### config.mk
export PLATFORM = sky130hd
export DESIGN_NAME = lag_ctrl
export DESIGN_NICKNAME = d
export VERILOG_FILES = /design/src/rtl/core/lag_pkg.sv /design/src/rtl/core/lag_ctrl.sv
export SDC_FILE = /design/constraint.sdc
export NUM_CORES = 1
export LEC_CHECK = 0
export BUFFER_PORTS_ARGS = -buffer_cell sky130_fd_sc_hd__buf_4
export CAP_MARGIN = 10
export CELL_PAD_IN_SITES_DETAIL_PLACEMENT = 2
export CELL_PAD_IN_SITES_GLOBAL_PLACEMENT = 2
export CORE_AREA = 2 2 39 41
export DETAILED_ROUTE_END_ITERATION = 16
export DIE_AREA = 0 0 41 43
export HOLD_SLACK_MARGIN = 0.08
export PLACE_DENSITY_LB_ADDON = 0.1
export SLEW_MARGIN = 20
export SYNTH_ARGS = -nofsm -noshare
export SYNTH_HDL_FRONTEND = slang
export SYNTH_SLANG_ARGS = --single-unit
export TNS_END_PERCENT = 1
### constraint.sdc
create_clock -name clk -period 1.9 [get_ports clk]
set_input_delay 0.095 -clock clk [delete_from_list [all_inputs] [get_ports clk]]
set_output_delay 0.095 -clock clk [all_outputs]
set_load 0.01 [all_outputs]
### src/rtl/core/lag_pkg.sv
// Shared constants, codes and types of the life automaton generation unit.
`default_nettype none
package lag_pkg;

  localparam int MAX_ROWS = 64;
  localparam int MAX_COLS = 64;
  localparam int GRID_W   = 64;
  localparam int ADDR_W   = $clog2(MAX_ROWS);
  localparam int CFG_W    = 7;

  localparam logic [CFG_W-1:0] CFG_RESET = 7'd64;

  localparam logic [1:0] OP_SET    = 2'd0;
  localparam logic [1:0] OP_STEP   = 2'd1;
  localparam logic [1:0] OP_DUMP   = 2'd2;
  localparam logic [1:0] OP_UNUSED = 2'd3;

  localparam logic REG_ROWS_IN_USE = 1'b0;
  localparam logic REG_COLS_IN_USE = 1'b1;

  typedef struct packed {
    logic [1:0] op;
    logic [5:0] row;
    logic [5:0] col;
    logic       cell_value;
  } lag_in_t;

  typedef struct packed {
    logic [5:0]        row_index;
    logic [GRID_W-1:0] row_bits;
    logic              last_row;
  } lag_out_t;

  typedef enum logic [2:0] {
    ST_IDLE,
    ST_SET_RD,
    ST_SET_WR,
    ST_PRIME,
    ST_LOAD,
    ST_SWEEP
  } lag_state_t;

  typedef enum logic [1:0] {
    RD_ITEM,
    RD_FIRST,
    RD_SECOND,
    RD_AHEAD
  } lag_rd_sel_t;

  typedef struct packed {
    logic        capture;
    logic        ram_rd;
    lag_rd_sel_t rd_sel;
    logic        load_window;
    logic        advance;
    logic        set_wr;
  } lag_cmd_t;

  typedef struct packed {
    logic in_range;
    logic last;
    logic slot_free;
  } lag_stat_t;

endpackage
`default_nettype wire

### src/rtl/core/lag_ctrl.sv
// Controller: sequences set, step and dump requests over the grid datapath.
`default_nettype none
module lag_ctrl (
  input  wire logic               clk,
  input  wire logic               rst_n,
  input  wire logic               in_valid,
  input  wire logic [1:0]         in_op,
  output logic                    in_stall,
  output lag_pkg::lag_cmd_t       cmd_o,
  input  wire lag_pkg::lag_stat_t stat_i
);
  import lag_pkg::*;

  lag_state_t state_r, state_nxt;

  always_ff @(posedge clk) begin
    if (!rst_n) begin
      state_r <= ST_IDLE;
    end else begin
      state_r <= state_nxt;
    end
  end

  always_comb begin
    state_nxt = state_r;
    unique case (state_r)
      ST_IDLE: begin
        if (in_valid) begin
          case (in_op) inside
            OP_SET:           state_nxt = ST_SET_RD;
            OP_STEP, OP_DUMP: state_nxt = ST_PRIME;
            default:          state_nxt = ST_IDLE;
          endcase
        end
      end
      ST_SET_RD: state_nxt = stat_i.in_range ? ST_SET_WR : ST_IDLE;
      ST_SET_WR: state_nxt = ST_IDLE;
      ST_PRIME:  state_nxt = ST_LOAD;
      ST_LOAD:   state_nxt = ST_SWEEP;
      ST_SWEEP: begin
        if (stat_i.slot_free && stat_i.last) state_nxt = ST_IDLE;
      end
      default:   state_nxt = ST_IDLE;
    endcase
  end

  always_comb begin
    cmd_o    = '0;
    in_stall = 1'b1;
    unique case (state_r)
      ST_IDLE: begin
        in_stall      = 1'b0;
        cmd_o.capture = in_valid;
      end
      ST_SET_RD: begin
        cmd_o.ram_rd = 1'b1;
        cmd_o.rd_sel = RD_ITEM;
      end
      ST_SET_WR: begin
        cmd_o.set_wr = 1'b1;
      end
      ST_PRIME: begin
        cmd_o.ram_rd = 1'b1;
        cmd_o.rd_sel = RD_FIRST;
      end
      ST_LOAD: begin
        cmd_o.ram_rd      = 1'b1;
        cmd_o.rd_sel      = RD_SECOND;
        cmd_o.load_window = 1'b1;
      end
      ST_SWEEP: begin
        cmd_o.advance = stat_i.slot_free;
        cmd_o.ram_rd  = stat_i.slot_free;
        cmd_o.rd_sel  = RD_AHEAD;
      end
      default: begin
        cmd_o = '0;
      end
    endcase
  end

  a_set_order: assert property (@(posedge clk) disable iff (!rst_n)
    (state_r == ST_SET_WR) |-> ($past(state_r) == ST_SET_RD))
    else $error("cell write without prior row read");

  a_sweep_end: assert property (@(posedge clk) disable iff (!rst_n)
    (state_r == ST_SWEEP && cmd_o.advance && stat_i.last) |=> (state_r == ST_IDLE))
    else $error("sweep ran past last row");

  a_set_start: assert property (@(posedge clk) disable iff (!rst_n)
    (in_valid && !in_stall && in_op == OP_SET) |=> (state_r == ST_SET_RD))
    else $error("set request not started");

endmodule
`default_nettype wire

==> qor.yml, run 1 <==
status: "complete, no violations"
clock.fmax_mhz: 720
finalPower_mw: 0.264
maxSlewViolCount: 0
preCtsSetupSlack_ps: 740
r2r-end: "state_r[2]"
routed_via_density: 4.40
dieArea_um2: 1760
firstDrtPassIters: 2
r2r_cells: 2
grtUsageTotal: 0.101
pin_count: 16
grt_pass1_wl_um: 1170
synth_most_common_cell: "inv_1"
rsz0062_at_grt: "no"
seqPwrFrac: 0.301
final_area_um2: 374
drtAntennaViolNets: 0
post_cts_buffers: 0
cts_buffers: 3
fp.coreArea_um2: 1380
leakage_nw: 0.196
swShare: 0.285
hold_violations: 0
io_buffers: 15
r2r_slack_ps: 910
finalSetupViolations: 0
cts.sinks: 3
drc: 0
ctsHoldBuffers: 0
r2r_start: "state_r[2]"
die_w_um: 41
num_antenna_cells: 0
maxCapViolCount: 0
vias: 277
synth_top_area_frac: 0.273
power_frac_comb: 0.269
end_kind: "primary output"
tightest_slew_ps: 336
layout_worst_path_cycle_share: 0.731
rows: 14
ys_types: 19
cp_max_fo: 7
place_area_um2: 348
areaGrowthSynthToFinish_pct: 69.9
root_buffer: "clkbuf_4"
min_to: "state_r[1]"
tritoncts: "yes"
relSlewSlack: 0.776
synth-main-ff-cell: "dfxtp_1"
hp-class: "in2reg"
tns_ps: 0
start_kind: "flop"
ys_warn_count: 0
cellPowerDensity_nw_per_um2: 706
start_util: 0.159
synthTopCellsByCount: "4 x inv_1, 3 x dfxtp_1, 3 x nand2b_1"
synth_cells: 29
hold_depth: 3
p_int_mw: 0.189
worst_ep_arrival_time_ps: 1290
ys_ff_latch: 3
grt_pass1_vias: 306
fp.dieH_um: 43
worst_slack_ps: 512
synth_area_um2: 220
pwr-share-clk: 0.430
top_regs: "state_r x3"
dp_hpwl_um: 593
clockBufferDepth: 2
synth_top_area_cell: "dfxtp_1"
clock_insertion_delay_worst_skew_ps: 230
grt_start_max_net_pins: 13
largest_reg_flops: 3
fin_util: 0.270
wl_per_cell_um: 12.1
largest-register: "state_r"
gr-total-overflow: 0
power_switching_mw: 0.0753
grt_antenna_before_repair: 0
cts_resized: 0
synth_edf_count: 0
ir_drop_uv: 129
cts_max_level: 1
seq_area_frac_synth: 0.273
wl_um: 764
drive_gt1_frac: 0.383
routabilityCongestion: 0.643
yosys-top-cells-area: "dfxtp_1 27%, nand2b_1 8.5%, inv_1 6.8%, and3_1 5.7%, ha_1 5.7%"
fin_skew_ps: 5.33
drt_iter0_markers: 3
postSynthAreaPerCell_um2: 7.59
required_ps: 1800
period_needed_ps: 1390
synth_nets: 38
worstSetupPathType: "reg2out"
hold_start: "stat_i[2]"
synthArstFlopShare: 0
clk_pin_slew_worst_paths_ps: 40
final_nets: 57
[worst max-delay path by stage]
stage / start / end / cells after the start
floorplan: state_r[1] / cmd_o[6] / 2
global placement: state_r[1] / cmd_o[1] / 4
detailed placement: state_r[1] / cmd_o[1] / 4
CTS: state_r[1] / cmd_o[1] / 4
global route: state_r[1] / cmd_o[1] / 4
finish: state_r[1] / cmd_o[1] / 4
[cell type report]
class | instances | area [um^2]
timing repair buffer | 15 | 113
fill | 166 | 1010
clock buffer | 4 | 26.3
tap | 16 | 20.0
inverter | 4 | 15.0
multi-input combinational | 21 | 140
sequential | 3 | 60.1
[through the flow]
stage / instances / hold slack (ps)
6_report: 63 / 141
4_1_cts: 63 / 132
5_1_grt: 63 / 151
3_5_place_dp: 59 / 373
3_3_place_gp: 59 / 380
2_1_floorplan: 29 / 235
[cells by family after synthesis]
kind of cell               share of synthesized area
AOI/OAI and AO/OA                              0.165
adders and majority gates                     0.0568
buffers and inverters                         0.0909
DFF                                            0.273
and+or+nand+nor                                0.415
[critical path, cell delays in order (launching register included)]
cell and delay (ps):
dfxtp_1 420, nand2b_1 240, inv_1 80, and3_1 180
buf_4 140
[metal layers]
| metal | part of all wire | vias to the layer above | track usage |
|---|---|---|---|
| met5 | 0 | - | 0 |
| met4 | 0 | 0 | 0.100 |
| met3 | 0.050 | 0 | 0 |
| met2 | 0.53 | 9 | 0.172 |
| met1 | 0.41 | 128 | 0.0990 |
| li1 | - | 140 | - |
[cells in the final DEF, fill, tap and decap left out]
cell	n
nor2b_1	1
a21oi_1	1
nand4b_1	1
nor2_1	2
nor3b_1	1
clkbuf_4	3
a211oi_1	1
or3_1	1
nand2_1	1
inv_1	4
o21ba_1	1
clkbuf_1	1
buf_4	15
and3_1	2
o31ai_1	1
o22ai_1	1
nand2b_1	3
ha_1	1
nor4_1	2
dfxtp_1	3
nand3b_1	1
[power by group through the flow]
stage               combinational (mW)  clock [mW]  sequential, mW
CTS                             0.0730       0.121          0.0801
global route                    0.0787       0.125          0.0819
finish                          0.0710       0.114          0.0795
detailed placement              0.0728           0          0.0812
global placement                0.0709           0          0.0806
floorplan                       0.0401           0          0.0732
No activity file was read; power rests on OpenSTA's default activity.
==> run 2, diff against run 1 <==
==> constraint.sdc (replaced) <==
create_clock -name clk -period 1.4 [get_ports clk]
set_input_delay 0.07 -clock clk [delete_from_list [all_inputs] [get_ports clk]]
set_output_delay 0.07 -clock clk [all_outputs]
set_load 0.01 [all_outputs]
==> qor.yml, run 2 (synthesis results as in run 1) <==
io_buffers: 15  # unchanged
cts.sinks: 3  # unchanged
cellPowerDensity_nw_per_um2: 950  # +35%
routed_via_density: 4.41  # +0.36%
end_kind: "primary output"
tns_ps: 0  # unchanged
die_w_um: 41  # unchanged
grt_pass1_wl_um: 1170  # unchanged
drive_gt1_frac: 0.447  # +0.0638
nFillCells: 165  # -0.60%
wl_um: 762  # -0.26%
clock.fmax_mhz: 767
dieArea_um2: 1760  # unchanged
hold_depth: 3  # unchanged
final_nets: 57  # unchanged
hp-class: "in2reg"
largest_reg_flops: 3  # unchanged
largest-register: "state_r"
cts_max_level: 1  # unchanged
cp-startpoint: "state_r[0]"
fp.dieH_um: 43  # unchanged
relSlewSlack: 0.774  # -0.00129
fin_skew_ps: 5.21  # -0.121 ps
hold_violations: 0  # unchanged
grt_pass1_vias: 306  # unchanged
worstSetupPathType: "reg2out"
layout_worst_path_cycle_share: 0.932
gr-total-overflow: 0  # unchanged
clk_pin_slew_worst_paths_ps: 40  # about the same
clockBufferDepth: 2  # unchanged
path_depth: 3  # -1
root_buffer: "clkbuf_4"
start_kind: "flop"
areaGrowthSynthToFinish_pct: 72.2
grtUsageTotal: 0.101  # unchanged
ctsHoldBuffers: 0  # unchanged
r2r_start: "state_r[0]"
crit_path_top_delay_cell: "dfxtp_1"
crit_path_max_incr_delay_ps: 400  # -20 ps
clock_insertion_delay_worst_skew_ps: 230  # about the same
cts_buffers: 3  # unchanged
drt_iter0_markers: 3  # unchanged
period_needed_ps: 1300
tritoncts: "yes"
post_cts_buffers: 0  # unchanged
required_ps: 1330  # -470 ps
grt_start_max_net_pins: 13  # unchanged
timing.critical_path.buf_inv: 1  # -1
cp_cell_sequence: "or3_1 > nor2_1 > buf_4"
drtAntennaViolNets: 0  # unchanged
worst_ep_arrival_time_ps: 1230  # -60 ps
leakage_nw: 0.197  # +0.62%
routabilityCongestion: 0.643  # about the same
start_util: 0.159  # unchanged
fin_util: 0.274  # +0.00362
top_regs: "state_r x3"
whs_ps: 109  # -32.5 ps
r2r_cells: 2  # unchanged
num_antenna_cells: 0  # unchanged
pin_count: 16  # unchanged
cp_max_fo: 12  # +5
finalSetupViolations: 0  # unchanged
wl_per_cell_um: 12.1  # -0.26%
final_common_cell: "buf_4"
vias: 278  # +0.36%
maxSlewViolCount: 0  # unchanged
dp_hpwl_um: 593  # unchanged
rsz0062_at_grt: "no"
ir_drop_uv: 176  # +36%
mostFrequentLayoutCells: "15 x buf_4, 4 x inv_1, 3 x clkbuf_4"
maxCapViolCount: 0  # unchanged
drc: 0  # unchanged
grt_antenna_before_repair: 0  # unchanged
firstDrtPassIters: 2  # unchanged
tightest_slew_ps: 338  # +1.94 ps
status: "complete, no violations"
critPathTopFamily: "simple AND/OR/NAND/NOR gates"
fp.coreArea_um2: 1380  # unchanged
rows: 14  # unchanged
hold_start: "stat_i[2]"
-- run 2: cell counts in the layout (fill, tap and decap cells not counted) --
No cell type changed its count.
-- run 2: final cells by class --
cell class / instances / area (um^2) / share of cell area
Multi-Input combinational cell: 21 / 143 / 0.376
Tap cell: 16 / 20.0 / 0.0528
Inverter: 4 / 15.0 / 0.0396
Timing Repair Buffer: 15 / 113 / 0.297
Clock buffer: 4 / 26.3 / 0.0693
Sequential cell: 3 / 62.6 / 0.165
-- run 2: stage by stage --
step                power, mW  cells  worst slack, ps  cell area [um^2]
floorplan               0.154     29              386               220
detailed placement      0.209     59              265               348
global route            0.388     63             2.31               379
CTS                     0.372     63             46.8               377
finish                  0.360     63             95.9               379
global placement        0.206     59              250               348
-- run 2: worst paths after layout --
check / end / slack (ps)
setup reg to reg: state_r[0] / 430
hold / removal: state_r[1] / 110
hold reg to reg: state_r[1] / 510
setup / recovery: cmd_o[6] / 100
-- run 2: routing by layer --
layer | part of all wire | up-vias | wire length [um] | global-route usage
li1 | - | 140 | - | -
met1 | 0.41 | 129 | 315 | 0.0990
met2 | 0.54 | 9 | 408 | 0.172
met3 | 0.050 | 0 | 38 | 0
met4 | 0 | 0 | 0 | 0.100
met5 | 0 | - | 0 | 0
-- run 2: report_power, final --
part	switching [mW]	leakage [nW]	internal, mW
clock network	0.0475	0.0150	0.107
logic	0.0397	0.157	0.0572
registers	0.0154	0.0254	0.0935
total	0.103	0.197	0.258
-- run 2: worst min-delay path: cells and delay by family --
kind,cells,cell delay [ps]
simple gates,1,60
buf+inv,1,110
compound gates,1,60
-- run 2: timing repair --
action / in CTS / in global routing
gates cloned: 0 / 0
gates resized for setup: 1 / 2
hold endpoints to repair: 0 / 0
endpoints found under the setup margin: 1 / 2
